### config.mk
export PLATFORM = sky130hd
export DESIGN_NAME = string_literal_unescape_core
export DESIGN_NICKNAME = d
export VERILOG_FILES = /design/src/rtl/slu_pkg.sv /design/src/rtl/string_literal_unescape_core.sv
export SDC_FILE = /design/constraint.sdc
export NUM_CORES = 1
export LEC_CHECK = 0
export BUFFER_PORTS_ARGS = -buffer_cell sky130_fd_sc_hd__buf_2
export CORE_AREA = 2 2 81 83
export CTS_CLUSTER_DIAMETER = 80
export DETAILED_ROUTE_END_ITERATION = 8
export DIE_AREA = 0 0 83 85
export MAX_ROUTING_LAYER = met4
export PLACE_DENSITY = 0.76
export SYNTH_ARGS = -nofsm -noshare
export SYNTH_HDL_FRONTEND = slang
export SYNTH_SLANG_ARGS = --single-unit
### constraint.sdc
create_clock -name aclk -period 4.65 [get_ports aclk]
set_input_delay 0.2325 -clock aclk [delete_from_list [all_inputs] [get_ports aclk]]
set_output_delay 0.2325 -clock aclk [all_outputs]
set_load 0.01 [all_outputs]
### src/rtl/slu_pkg.sv
// Shared types, character constants and helper functions for the string
// literal unescaper. No dependencies.
package slu_pkg;

    // Parser phase, one-hot.
    typedef enum logic [4:0] {
        PH_OPEN   = 5'b00001,
        PH_BODY   = 5'b00010,
        PH_ESC    = 5'b00100,
        PH_CODE   = 5'b01000,
        PH_CLOSED = 5'b10000
    } phase_t;

    // Fault held while a numeric code is still collecting digits.
    typedef enum logic [1:0] {
        PEND_NONE  = 2'd0,
        PEND_DIGIT = 2'd1,
        PEND_RANGE = 2'd2
    } pend_t;

    localparam logic [7:0] CH_LT    = 8'h3C;  // '<'
    localparam logic [7:0] CH_GT    = 8'h3E;  // '>'
    localparam logic [7:0] CH_DQ    = 8'h22;  // '"'
    localparam logic [7:0] CH_BSL   = 8'h5C;  // backslash
    localparam logic [7:0] CH_X     = 8'h78;  // 'x'
    localparam logic [7:0] CH_ZERO  = 8'h30;  // '0'
    localparam logic [7:0] CH_NINE  = 8'h39;  // '9'

    localparam logic [11:0] CODE_MAX  = 12'd255;
    localparam logic [1:0]  LEFT_OCT  = 2'd3;
    localparam logic [1:0]  LEFT_HEX  = 2'd2;
    localparam logic [4:0]  DIG_NONE  = 5'd16;
    localparam logic [4:0]  BASE_OCT  = 5'd8;
    localparam logic [4:0]  BASE_HEX  = 5'd16;

    // Digit value 0..15, or DIG_NONE when the character is no digit.
    function automatic logic [4:0] digit_of(input logic [7:0] c);
        logic [4:0] dv;
        dv = DIG_NONE;
        if (c >= 8'h30 && c <= 8'h39) begin
            dv = 5'(c - 8'h30);
        end else if (c >= 8'h61 && c <= 8'h66) begin
            dv = 5'(c - 8'h61 + 8'd10);
        end else if (c >= 8'h41 && c <= 8'h46) begin
            dv = 5'(c - 8'h41 + 8'd10);
        end
        return dv;
    endfunction

    // Standard C single-character escapes; anything else passes unchanged.
    function automatic logic [7:0] escape_map(input logic [7:0] c);
        logic [7:0] r;
        case (c)
            8'h6E:   r = 8'h0A;  // n
            8'h74:   r = 8'h09;  // t
            8'h72:   r = 8'h0D;  // r
            8'h61:   r = 8'h07;  // a
            8'h62:   r = 8'h08;  // b
            8'h66:   r = 8'h0C;  // f
            8'h76:   r = 8'h0B;  // v
            default: r = c;
        endcase
        return r;
    endfunction

endpackage

### src/rtl/string_literal_unescape_core.sv
// String literal unescaper: input register, one-pass decode, result register.
// Depends on slu_pkg.
//
// Usage:
//   The slave channel (s_tvalid/s_tready/s_tdata/s_tlast) takes one raw
//   character per transfer; s_tlast marks the final character of a literal.
//   The first character is the opener ('<' closes with '>', '"' with '"').
//   The master channel (m_tvalid/m_tready/m_tdata/m_tlast) returns exactly
//   one result per input transfer, in order: a decoded byte with its valid
//   flag plus the error flags; m_tlast echoes the input's last flag.
//   A character accepted into the input register moves on through the
//   result register to the master side. Throughput: one character per
//   cycle while m_tready is high; the decode is a single combinational pass
//   over the parser state and the registered character, so nothing iterates.
//   Stall: while m_tready is low the result register holds; the input
//   register still takes one more character, then s_tready drops until the
//   result is taken. No transfer is lost or repeated.
//   Reset (aresetn low, synchronous): both stages empty, the parser waits
//   for an opener. After each last character the parser returns to that
//   same state for the next literal.
module string_literal_unescape_core (
    input  logic        aclk,
    input  logic        aresetn,
    input  logic        s_tvalid,
    output logic        s_tready,
    input  logic [7:0]  s_tdata,   // [7:0] ch
    input  logic        s_tlast,
    output logic        m_tvalid,
    input  logic        m_tready,
    // [0] byte_valid, [8:1] out_byte, [9] err_incomplete, [10] err_bad_digit,
    // [11] err_code_range, [12] err_unterminated, [13] err_malformed,
    // [15:14] zero
    output logic [15:0] m_tdata,
    output logic        m_tlast
);

    // Input stage
    logic       in_valid_reg;
    logic [7:0] in_ch_reg;
    logic       in_last_reg;

    // Result stage
    logic        out_valid_reg;
    logic [13:0] out_data_reg;
    logic        out_last_reg;

    // Parser state
    slu_pkg::phase_t phase_reg, phase_next;
    logic            angle_reg, angle_next;
    logic            hex_reg, hex_next;
    logic [1:0]      left_reg, left_next;
    logic [7:0]      acc_reg, acc_next;
    slu_pkg::pend_t  pend_reg, pend_next;

    logic advance;  // input stage moves into the result stage
    logic [13:0] res_data;

    // Result fields
    logic       r_valid, r_inc, r_bad, r_range, r_unterm, r_mal;
    logic [7:0] r_byte;

    // Digit step operands
    logic            d_en, d_hex;
    logic [7:0]      d_acc;
    slu_pkg::pend_t  d_pend, d_pend2;
    logic [1:0]      d_left, d_left2;
    logic [4:0]      dv;
    logic [11:0]     d_val;
    logic [7:0]      d_acc2;
    logic [7:0]      closer;

    assign advance  = in_valid_reg && (!out_valid_reg || m_tready);
    assign s_tready = !in_valid_reg || advance;

    assign m_tvalid = out_valid_reg;
    assign m_tdata  = {2'b00, out_data_reg};
    assign m_tlast  = out_last_reg;

    // Decode one character against the current parser state.
    always_comb begin
        phase_next = phase_reg;
        angle_next = angle_reg;
        hex_next   = hex_reg;
        left_next  = left_reg;
        acc_next   = acc_reg;
        pend_next  = pend_reg;
        r_valid  = 1'b0;
        r_byte   = 8'h00;
        r_inc    = 1'b0;
        r_bad    = 1'b0;
        r_range  = 1'b0;
        r_unterm = 1'b0;
        r_mal    = 1'b0;
        d_en   = 1'b0;
        d_hex  = hex_reg;
        d_acc  = acc_reg;
        d_pend = pend_reg;
        d_left = left_reg;
        closer = angle_reg ? slu_pkg::CH_GT : slu_pkg::CH_DQ;

        unique case (phase_reg)
            slu_pkg::PH_OPEN: begin
                angle_next = (in_ch_reg == slu_pkg::CH_LT);
                r_mal = (in_ch_reg != slu_pkg::CH_LT) && (in_ch_reg != slu_pkg::CH_DQ);
                phase_next = slu_pkg::PH_BODY;
            end
            slu_pkg::PH_BODY: begin
                if (in_ch_reg == closer) begin
                    phase_next = slu_pkg::PH_CLOSED;
                end else if (in_ch_reg == slu_pkg::CH_BSL) begin
                    phase_next = slu_pkg::PH_ESC;
                end else begin
                    r_valid = 1'b1;
                    r_byte  = in_ch_reg;
                end
            end
            slu_pkg::PH_ESC: begin
                if (in_ch_reg >= slu_pkg::CH_ZERO && in_ch_reg <= slu_pkg::CH_NINE) begin
                    // Decimal digit opens an octal code and is its first digit.
                    d_en   = 1'b1;
                    d_hex  = 1'b0;
                    d_acc  = 8'h00;
                    d_pend = slu_pkg::PEND_NONE;
                    d_left = slu_pkg::LEFT_OCT;
                end else if (in_ch_reg == slu_pkg::CH_X) begin
                    hex_next   = 1'b1;
                    left_next  = slu_pkg::LEFT_HEX;
                    acc_next   = 8'h00;
                    pend_next  = slu_pkg::PEND_NONE;
                    phase_next = slu_pkg::PH_CODE;
                end else begin
                    r_valid    = 1'b1;
                    r_byte     = slu_pkg::escape_map(in_ch_reg);
                    phase_next = slu_pkg::PH_BODY;
                end
            end
            slu_pkg::PH_CODE: begin
                d_en = 1'b1;
            end
            slu_pkg::PH_CLOSED: begin
                r_mal = 1'b1;
            end
            default: begin
                phase_next = phase_reg;
            end
        endcase

        // One digit of a numeric code; keep only the first fault.
        dv      = slu_pkg::digit_of(in_ch_reg);
        d_val   = d_hex ? ({4'h0, d_acc} << 4) + {7'h00, dv}
                        : ({4'h0, d_acc} << 3) + {7'h00, dv};
        d_pend2 = d_pend;
        d_acc2  = d_acc;
        if (d_pend == slu_pkg::PEND_NONE) begin
            if (dv >= (d_hex ? slu_pkg::BASE_HEX : slu_pkg::BASE_OCT)) begin
                d_pend2 = slu_pkg::PEND_DIGIT;
            end else if (d_val > slu_pkg::CODE_MAX) begin
                d_pend2 = slu_pkg::PEND_RANGE;
            end else begin
                d_acc2 = d_val[7:0];
            end
        end
        d_left2 = d_left - 2'd1;

        if (d_en) begin
            hex_next  = d_hex;
            left_next = d_left2;
            if (d_left2 == 2'd0) begin
                // Final digit: emit the byte or report the held fault.
                r_bad      = (d_pend2 == slu_pkg::PEND_DIGIT);
                r_range    = (d_pend2 == slu_pkg::PEND_RANGE);
                r_valid    = (d_pend2 == slu_pkg::PEND_NONE);
                r_byte     = (d_pend2 == slu_pkg::PEND_NONE) ? d_acc2 : 8'h00;
                pend_next  = slu_pkg::PEND_NONE;
                acc_next   = 8'h00;
                phase_next = slu_pkg::PH_BODY;
            end else begin
                pend_next  = d_pend2;
                acc_next   = d_acc2;
                phase_next = slu_pkg::PH_CODE;
            end
        end

        // End of literal: flag what is still open, then return to reset state.
        if (in_last_reg) begin
            if (phase_next == slu_pkg::PH_ESC || phase_next == slu_pkg::PH_CODE) begin
                r_inc    = 1'b1;
                r_unterm = 1'b1;
            end else if (phase_next != slu_pkg::PH_CLOSED) begin
                r_unterm = 1'b1;
            end
            phase_next = slu_pkg::PH_OPEN;
            angle_next = 1'b0;
            hex_next   = 1'b0;
            left_next  = 2'd0;
            acc_next   = 8'h00;
            pend_next  = slu_pkg::PEND_NONE;
        end

        res_data = {r_mal, r_unterm, r_range, r_bad, r_inc, r_byte, r_valid};
    end

    // Control and parser state
    always_ff @(posedge aclk) begin
        if (!aresetn) begin
            in_valid_reg  <= 1'b0;
            out_valid_reg <= 1'b0;
            phase_reg     <= slu_pkg::PH_OPEN;
            angle_reg     <= 1'b0;
            hex_reg       <= 1'b0;
            left_reg      <= 2'd0;
            acc_reg       <= 8'h00;
            pend_reg      <= slu_pkg::PEND_NONE;
        end else begin
            if (s_tready) begin
                in_valid_reg <= s_tvalid;
            end
            if (advance) begin
                out_valid_reg <= 1'b1;
                phase_reg     <= phase_next;
                angle_reg     <= angle_next;
                hex_reg       <= hex_next;
                left_reg      <= left_next;
                acc_reg       <= acc_next;
                pend_reg      <= pend_next;
            end else if (m_tready) begin
                out_valid_reg <= 1'b0;
            end
        end
    end

    // Payload registers: load on transfer, hold otherwise
    always_ff @(posedge aclk) begin
        if (s_tready && s_tvalid) begin
            in_ch_reg   <= s_tdata;
            in_last_reg <= s_tlast;
        end
        if (advance) begin
            out_data_reg <= res_data;
            out_last_reg <= in_last_reg;
        end
    end

    // Assertions
    a_inc_implies_unterm: assert property (@(posedge aclk) disable iff (!aresetn)
        (m_tvalid && m_tdata[9]) |-> (m_tdata[12] && m_tlast))
        else $error("incomplete code reported without unterminated end of literal");

    a_byte_excludes_faults: assert property (@(posedge aclk) disable iff (!aresetn)
        (m_tvalid && m_tdata[0]) |-> !(m_tdata[9] || m_tdata[10] || m_tdata[11] || m_tdata[13]))
        else $error("decoded byte emitted together with a code or framing fault");

    a_one_code_fault: assert property (@(posedge aclk) disable iff (!aresetn)
        m_tvalid |-> !(m_tdata[10] && m_tdata[11]))
        else $error("bad digit and range fault reported for the same code");

    a_last_resets_parser: assert property (@(posedge aclk) disable iff (!aresetn)
        (advance && in_last_reg) |=> (phase_reg == slu_pkg::PH_OPEN && !angle_reg
                                      && pend_reg == slu_pkg::PEND_NONE))
        else $error("parser state not returned to opener after last character");

    a_code_has_digits: assert property (@(posedge aclk) disable iff (!aresetn)
        (phase_reg == slu_pkg::PH_CODE) |-> (left_reg != 2'd0))
        else $error("numeric code phase with no digits left");

endmodule

# After elaboration in Yosys (flattened, before gate mapping)

Cells that the tools add are included.
Widths: inputs -> output; s select.

Equal/unequal tests: 24
Muxes and demuxes: 76
Add/sub/neg operators: 8
$lt $le $gt $ge: 8
Reductions and logical operators: 21

Operator list:

| kind                | count |
|---|---|
| $mux 8              | 18 |
| $eq 8x7->1 const B  | 9 |
| $pmux 8 s7          | 1 |
| $mux 5              | 10 |
| $mux 2              | 18 |
| $mux 1              | 21 |
| $ge 8x7->1 const B  | 2 |
| $le 8x7->1 const B  | 2 |
| $ne 8x6->1 const B  | 2 |
| $pmux 8 s2          | 1 |
| $pmux 5 s3          | 1 |
| $add 11x5->12       | 1 |
| $add 12x5->12       | 1 |
| $gt 12x8->1 const B | 1 |
| $mux 12             | 1 |
| $add 5x4->5 const B | 2 |
| $eq 5x3->1 const B  | 2 |
| $eq 5x4->1 const B  | 2 |
| $sub 5x1->5 const B | 2 |
| $eq 8x6->1          | 1 |
| $eq 8x6->1 const B  | 1 |
| $ge 8x6->1 const B  | 1 |
| $le 8x6->1 const B  | 1 |
| $mux 4              | 2 |
| 19 further kinds    | 34 |

Input bits: 13
Word-level logic and storage cells: 151
Register bits: 45
Output and inout bits: 19

# Logic depth before layout (Yosys ltp)

Gate-level depths: netlist (run 1).

Word-level depth: 15
Gate-level depth with buffers: 17
Mapped depth without buffers: 16

# Worst setup path before layout (run 1)

Ideal clock, no wire load.

Kind: flip-flop to flip-flop
Start point: register in_ch_reg[3]
End point: register acc_reg[4]
Data arrival time: 3.503 ns
Required time: 4.524 ns
Buffers on the path: 0
Setup slack: 1.021 ns
Period minus slack after synthesis: 3.629 ns
Setup time: 0.126 ns
Cell stages (with the launch flop): 14
Cells stage by stage: edfxtp_1 or4b_4 a311oi_2 a21o_2 inv_1 ha_1 ha_1 a31o_2 a211o_1 a221oi_1 o31ai_1 nor3_4 a2bb2oi_4 o22ai_1

Longest elaborated chain between the ends: 14
Elaborated cells between the ends (all ways): 47
Classes of those cells: add/sub: 8; order compare: 8; eq/ne: 2; mux: 21; reduce/logical: 8

RTL lines:

| item                                                    | line                                                                     | text |
|---|---|---|
| start: declaration                                      | string_literal_unescape_core.sv:39                                       | `logic [7:0] in_ch_reg;` |
| start signal: assignment                                | string_literal_unescape_core.sv:235                                      | `in_ch_reg <= s_tdata;` |
| $sub 5x1->5, or another cell as far along               | slu_pkg.sv:43, slu_pkg.sv:45                                             |  |
| $add 5x4->5 / $logic_and 1x1->1 (equally long branches) | slu_pkg.sv:43, slu_pkg.sv:45, slu_pkg.sv:44                              |  |
| $mux 5                                                  | slu_pkg.sv:44                                                            | `end else if (c >= 8'h41 && c <= 8'h46) begin` |
| $mux 5                                                  | slu_pkg.sv:42                                                            | `end else if (c >= 8'h61 && c <= 8'h66) begin` |
| $mux 5                                                  | slu_pkg.sv:40                                                            | `if (c >= 8'h30 && c <= 8'h39) begin` |
| $add 12x5->12 / $add 11x5->12 (equally long branches)   | string_literal_unescape_core.sv:150, string_literal_unescape_core.sv:151 |  |
| $mux 12                                                 | string_literal_unescape_core.sv:150                                      | `d_val = d_hex ? ({4'h0, d_acc} << 4) + {7'h00, dv}` |
| $gt 12x8->1                                             | string_literal_unescape_core.sv:157                                      | `end else if (d_val > slu_pkg::CODE_MAX) begin` |
| $mux 8                                                  | string_literal_unescape_core.sv:157                                      |  |
| $mux 8                                                  | string_literal_unescape_core.sv:155                                      | `if (dv >= (d_hex ? slu_pkg::BASE_HEX : slu_pkg::BASE_OCT)) begin` |
| $mux 8                                                  | string_literal_unescape_core.sv:154                                      | `if (d_pend == slu_pkg::PEND_NONE) begin` |
| $mux 8                                                  | string_literal_unescape_core.sv:168                                      | `if (d_left2 == 2'd0) begin` |
| $mux 8                                                  | string_literal_unescape_core.sv:165                                      | `if (d_en) begin` |
| $mux 8                                                  | string_literal_unescape_core.sv:185                                      | `if (in_last_reg) begin` |
| end signal: assignment                                  | string_literal_unescape_core.sv:224                                      | `acc_reg <= acc_next;` |
| end: declaration                                        | string_literal_unescape_core.sv:52                                       | `logic [7:0] acc_reg, acc_next;` |

Several ways; a longest one is shown, not always the timed one.
A chain may end at the register's enable or synchronous reset.

# Worst setup path in the final report (run 1)

Start point: register in_ch_reg[3]
End point: register out_data_reg[6], data pin

Longest elaborated chain between the ends: 15
Elaborated cells between the ends (all ways): 62
Classes of those cells: add/sub: 8; order compare: 8; eq/ne: 10; mux: 30; reduce/logical: 6

RTL lines:

| item                                                    | line                                                                     | text |
|---|---|---|
| $sub 5x1->5, or another cell as far along               | slu_pkg.sv:43, slu_pkg.sv:45                                             |  |
| $add 5x4->5 / $logic_and 1x1->1 (equally long branches) | slu_pkg.sv:43, slu_pkg.sv:45, slu_pkg.sv:44                              |  |
| $mux 5                                                  | slu_pkg.sv:44                                                            |  |
| $mux 5                                                  | slu_pkg.sv:42                                                            |  |
| $mux 5                                                  | slu_pkg.sv:40                                                            |  |
| $add 12x5->12 / $add 11x5->12 (equally long branches)   | string_literal_unescape_core.sv:150, string_literal_unescape_core.sv:151 |  |
| $mux 12                                                 | string_literal_unescape_core.sv:150                                      |  |
| $gt 12x8->1                                             | string_literal_unescape_core.sv:157                                      |  |
| $mux 2                                                  | string_literal_unescape_core.sv:157                                      |  |
| $mux 2                                                  | string_literal_unescape_core.sv:155                                      |  |
| $mux 2                                                  | string_literal_unescape_core.sv:154                                      |  |
| $logic_not 2->1                                         | string_literal_unescape_core.sv:173                                      | `r_byte = (d_pend2 == slu_pkg::PEND_NONE) ? d_acc2 : 8'h00;` |
| $mux 8                                                  | string_literal_unescape_core.sv:173                                      |  |
| $mux 8                                                  | string_literal_unescape_core.sv:168                                      |  |
| $mux 8 *                                                | string_literal_unescape_core.sv:165                                      |  |
| named net r_byte[5]                                     | string_literal_unescape_core.sv:60                                       | `logic [7:0] r_byte;` |
| end signal: assignment                                  | string_literal_unescape_core.sv:239                                      | `out_data_reg <= res_data;` |
| end: declaration                                        | string_literal_unescape_core.sv:44                                       | `logic [13:0] out_data_reg;` |

Mark *: on every way through the listed nets, which the timed path passes. The rest lies on a longest branch.

==> results of run 1 <==
[power by group through the flow]
stage	logic [W]	registers [W]	clock network, W
2_1_floorplan	0.0000616	0.000447	0
3_3_place_gp	0.0000740	0.000454	0
3_5_place_dp	0.0000763	0.000454	0
4_1_cts	0.0000769	0.000445	0.000240
5_1_grt	0.0000849	0.000447	0.000257
6_report	0.0000772	0.000445	0.000237
[synthesized netlist by cell type (3+ instances only)]
library cell / instances / area [um2]
a21o_1: 3 / 22.5
a21oi_1: 14 / 70.1
a22oi_1: 6 / 45.0
and3_1: 4 / 25.0
and4_1: 3 / 26.3
buf_4: 4 / 30.0
buf_6: 3 / 33.8
clkbuf_1: 6 / 22.5
clkbuf_8: 3 / 41.3
dfxtp_1: 21 / 420
edfxtp_1: 24 / 721
ha_1: 12 / 150
inv_1: 22 / 82.6
nand2_1: 31 / 116
nand2b_1: 8 / 50.1
nand3_1: 14 / 70.1
nand4_1: 7 / 43.8
nor2_1: 18 / 67.6
nor2b_1: 14 / 87.6
nor3_1: 8 / 40.0
nor4_1: 7 / 43.8
o211ai_1: 6 / 45.0
o21ai_0: 22 / 110
o22ai_1: 7 / 43.8
xnor2_1: 4 / 35.0
xor2_1: 3 / 26.3
[per-layer routing]
layer / vias up / GRT usage [%]
li1: 1274 / -
met1: 1235 / 25.7
met2: 82 / 34.7
met3: 6 / 3.11
met4: 0 / 4.47
met5: - / -
[area by class of cell]
class                      count  area share (%)
clock buffer                   5            2.13
clock inverter                 2           0.310
inverter                      22            2.56
multi-input combinational    249            51.7
sequential                    45            35.3
tap                           77            2.98
timing repair buffer          31            4.96
[cell families after synthesis]
kind of cell | Yosys count
simple gates | 131
compound gates | 92
flops | 45
buf+inv | 39
fa+ha+maj | 13
xor+xnor | 7
mux | 4
other cells | 1
[through the flow]
stage                     util [%]  hold slack, ns  area [um2]  total power, W
after floorplan                  -           0.331        3030        0.000509
after global placement        50.8           0.410        3150        0.000528
after detailed placement      50.8           0.411        3150        0.000530
after CTS                     52.0           0.101        3230        0.000762
after global routing          52.0          0.0905        3230        0.000789
final                         52.0           0.106        3230        0.000759
[path summary, 6_finish.rpt]
path	end	slack, ns	from	depth (start not counted)
min reg2reg	angle_reg	0.49	angle_reg	2
max reg2reg	out_data_reg[6]	0.19	in_ch_reg[3]	13
min	in_ch_reg[1]	0.11	s_tdata[1]	1
max	out_data_reg[6]	0.19	in_ch_reg[3]	13
==> metrics.cfg, run 1 <==
[job]
maxCapViolations = 0

[detailed_routing]
dr.pass1.iters = 5
top_layer = met4
wl_met1_mm = 3.09
drc = 0
drt_iter0_drc = 253
wl_per_cell_um = 15.9
ant_nets = 0
wl_mm = 6.85
via_per_inst = 6.03
via_count = 2597
route.met2.wl_mm = 3.35
wl_met3_um = 360

[placement]
dp_hpwl_mm = 5.08
portBuffers = 29
gp_congestion = 0.919
preCtsSetupSlack_ns = 0.304
placed_cells = 424

[critical_path]
worstPathArrival_ns = 4.55
worstSetupPathType = register to register
critical_path.most_common_cell = ha_1
cp-end-kind = register
cp_slowest_cell = or4b_4
crit_buf_inv = 1
crit_required_ns = 4.74
cp_cell_sequence = or4b_4 > a311oi_2 > a21o_2 > inv_1 > ha_1 > ha_1 > a31o_2 > a211o_1 > a221oi_1 > o31ai_1 > o21ai_2 > nand3_2 > o21ai_0
crit_path_start_kind = register
cp_max_fo = 13
cpLargestDelayFamily = compound AO/OA/AOI/OAI gates
max_stage_delay_ns = 0.64

[global_routing]
antenna_found_initial = 0
overflow = 0
grt_first_pass_wirelength_mm = 11.5
grt_pass1_vias = 2463
grt_usage_pct = 20.3
grt_max_degree = 23

[cells_and_area]
multiInputGateArea_um2 = 1670
nFillCells = 559
largest_reg_flops = 14
stdcell_count = 431
regArea_um2 = 1140
areaGrowthSynthToFinish_pct = 6.83
final_common_cell = nand2_1
layout.nets = 380
drive_gt1_share_pct = 16.7
diodes = 0
layout_common_cells = nand2_1 (31), buf_2 (29), edfxtp_1 (24)

[power]
comb_power_share_pct = 10.2
pwr-share-seq_pct = 58.7
power.switching_w = 0.000197
swShare_pct = 25.9
powerDensity_nw_per_um2 = 235
vdd_drop_max_uv = 170
leakagePower_nw = 1.24
power_frac_clock_pct = 31.2
internal_power_w = 0.000563

[synth]
syn_area_um2 = 3020
synth_compound_area_share_pct = 21.7
yosys.area_share.simple_pct = 24.2
ys_types = 70
synth_fa_ha_area_share_pct = 5.63
netlist_instances = 332
synth_area_per_cell_um2 = 9.10
ys_dominant_reg_cell = edfxtp_1
synth_xor_area_share_pct = 2.03
synth_top_family_by_area = simple AND/OR/NAND/NOR gates
ys_ff_latch = 45
yosysSeqAreaShare_pct = 37.8
ys_async_sr_fraction_pct = 0
synth-edff-count = 24
synthMuxAreaShare_pct = 1.41
ys.warnings.count = 0

[sta]
fin_skew_ns = 0.00641
fmax_ghz = 0.224
finalSetupTns_ns = 0
drv_slew = 0
slew_headroom_pct = 44.6
hold_viol_final = 0
min_period_over_period_pct = 95.9
fin_ws_ns = 0.193
min_period_ns = 4.46
worstMarginPinSlew_ns = 0.830
setup_viol = 0
rsz0062_at_grt = false

[floorplanning]
io_pins = 32
coreArea_um2 = 6200
die_y_um = 85
die_x_um = 83
die_area_um2 = 7060
start_util_pct = 48.7
rows = 29

[clocking]
hold_buffers = 0
cts-htree-levels = 2
cts.sinks = 45
ctsLongestPathBuffers = 2
cts_buffers = 5
cts_tree = yes
path_clk_slew_ns = 0.09
worst_skew_pair.late_latency_ns = 0.29
cts_resized = 0
root_buffer = clkbuf_8
postCtsSetupBuffers = 0

[outcome]
status = complete, no violations

[hold_path]
hold_path.class = input port to register

No activity file was read; power rests on OpenSTA's default activity.
==> run 2: changes to the inputs <==
CORE_AREA = 2 2 74 91   (was 2 2 81 83)
DIE_AREA = 0 0 76 93   (was 0 0 83 85)
==> run 2 against run 1 <==
Net effect: combinational power increased by 2%; maximum frequency increased by 4.4%; wire length decreased by 0.72%; final area increased by 0.66%.
==> metrics.cfg, run 2 (synthesis results as in run 1) <==
[floorplanning]
coreArea_um2 = 6210  ; about the same
die_y_um = 93  ; +9.4%
rows = 32  ; +10%
die_area_um2 = 7070  ; +0.18%
io_pins = 32  ; unchanged
start_util_pct = 48.7  ; about the same
die_x_um = 76  ; -8.4%

[power]
leakagePower_nw = 1.25  ; +0.63%
powerDensity_nw_per_um2 = 233  ; -1.1%
vdd_drop_max_uv = 154  ; -9.4%

[cells_and_area]
largest_reg_flops = 14  ; unchanged
drive_gt1_share_pct = 17.1  ; +0.47 points
nFillCells = 590  ; +5.5%
layout_common_cells = nand2_1 (31), buf_2 (29), edfxtp_1 (24)
layout.nets = 381  ; +0.26%
areaGrowthSynthToFinish_pct = 7.54
final_common_cell = nand2_1
diodes = 0  ; unchanged

[global_routing]
overflow = 0  ; unchanged
antenna_found_initial = 0  ; unchanged
grt_first_pass_wirelength_mm = 11.3  ; -2.0%
grt_usage_pct = 20.0  ; -0.38 points
grt_pass1_vias = 2473  ; +0.41%
grt_max_degree = 23  ; unchanged

[detailed_routing]
wl_per_cell_um = 15.4  ; -3.0%
via_per_inst = 5.92  ; -1.7%
wl_mm = 6.80  ; -0.72%
ant_nets = 0  ; unchanged
drt_iter0_drc = 150  ; -41%
via_count = 2612  ; +0.58%
dr.pass1.iters = 4  ; -1
drc = 0  ; unchanged

[sta]
slew_headroom_pct = 43.8  ; -0.81 points
finalSetupTns_ns = 0  ; unchanged
worstMarginPinSlew_ns = 0.842  ; +0.0121 ns
drv_slew = 0  ; unchanged
min_period_over_period_pct = 91.8  ; -4.1 points
hold_viol_final = 0  ; unchanged
setup_viol = 0  ; unchanged
fmax_ghz = 0.234  ; +4.4%
min_period_ns = 4.27  ; -0.188 ns
rsz0062_at_grt = false
fin_ws_ns = 0.381  ; +0.188 ns
fin_skew_ns = 0.00893  ; +0.00252 ns

[critical_path]
worstPathArrival_ns = 4.40  ; -0.15 ns
crit_path_start_kind = register
worstSetupPathType = register to register
cp_max_fo = 13  ; unchanged
cp-end-kind = register
startpoint = in_ch_reg[4]
crit_required_ns = 4.78  ; +0.04 ns
r2r-start = in_ch_reg[4]

[clocking]
worst_skew_pair.late_latency_ns = 0.30  ; about the same
cts_buffers = 5  ; unchanged
cts-htree-levels = 2  ; unchanged
postCtsSetupBuffers = 0  ; unchanged
cts_resized = 0  ; unchanged
cts.sinks = 45  ; unchanged
path_clk_slew_ns = 0.08  ; about the same
cts_tree = yes
hold_buffers = 0  ; unchanged
root_buffer = clkbuf_8
ctsLongestPathBuffers = 2  ; unchanged

[placement]
dp_hpwl_mm = 5.11  ; +0.62%
gp_congestion = 0.930  ; +1.2%
portBuffers = 29  ; unchanged
preCtsSetupSlack_ns = 0.407  ; +0.103 ns

[hold_path]
hp-start = s_tlast
hold_path.class = input port to register

[outcome]
status = complete, no violations

[job]
maxCapViolations = 0  ; unchanged

[run 2: changes by cell type in the layout (fill, tap and decap cells not counted), sizes merged]
| cell | previous run | this run |
|---|---|---|
| clkbuf | 5 | 6 |
| inv | 23 | 22 |
| buf | 31 | 32 |
| clkinv | 1 | 2 |
[run 2: final timing paths]
path | end | slack (ns) | depth (start not counted)
max | out_data_reg[6] | 0.38 | 13
min | in_last_reg | 0.10 | 1
min reg2reg | angle_reg | 0.49 | 2
max reg2reg | out_data_reg[6] | 0.38 | 13
[run 2: power breakdown]
| group | total [W] | switching [W] | internal (W) |
|---|---|---|---|
| sequential | 0.000444 | 0.0000136 | 0.000430 |
| clock | 0.000233 | 0.000129 | 0.000104 |
| combinational | 0.0000787 | 0.0000475 | 0.0000312 |
[run 2: routing by layer]
layer	part of all wire, %	track usage [%]
met3	4.6	2.70
met4	1.9	6.67
met5	0	-
met2	51	36.2
met1	43	22.9
[run 2: worst max-delay path: stages, from the launching register on]
cell and delay (ns):
edfxtp_1 0.56, or4b_4 0.61, a311oi_2 0.40, a21o_2 0.22, inv_1 0.08, ha_1 0.24
ha_1 0.26, a31o_2 0.27, a211o_1 0.28, a221oi_1 0.38, o31ai_1 0.18, o21ai_2 0.19
nand3_2 0.19, o21ai_0 0.24
[run 2: per-stage QoR]
stage	hold WS, ns	instances	power, W	util (%)	instance area, um2
floorplan	0.331	333	0.000509	-	3030
global placement	0.409	433	0.000529	51.0	3170
detailed placement	0.411	433	0.000530	51.0	3170
CTS	0.102	441	0.000760	52.4	3250
global route	0.101	441	0.000784	52.4	3250
finish	0.101	441	0.000756	52.4	3250
[run 2: final cells by class]
cell class,count,area (um2),area share (%)
clock buffers,6,72.6,2.23
multi-input cells,249,1670,51.4
inverters,22,82.6,2.54
well taps,85,106,3.27
repair buffers,32,168,5.16
clock inverters,2,10.0,0.308
flip-flops and latches,45,1140,35.1
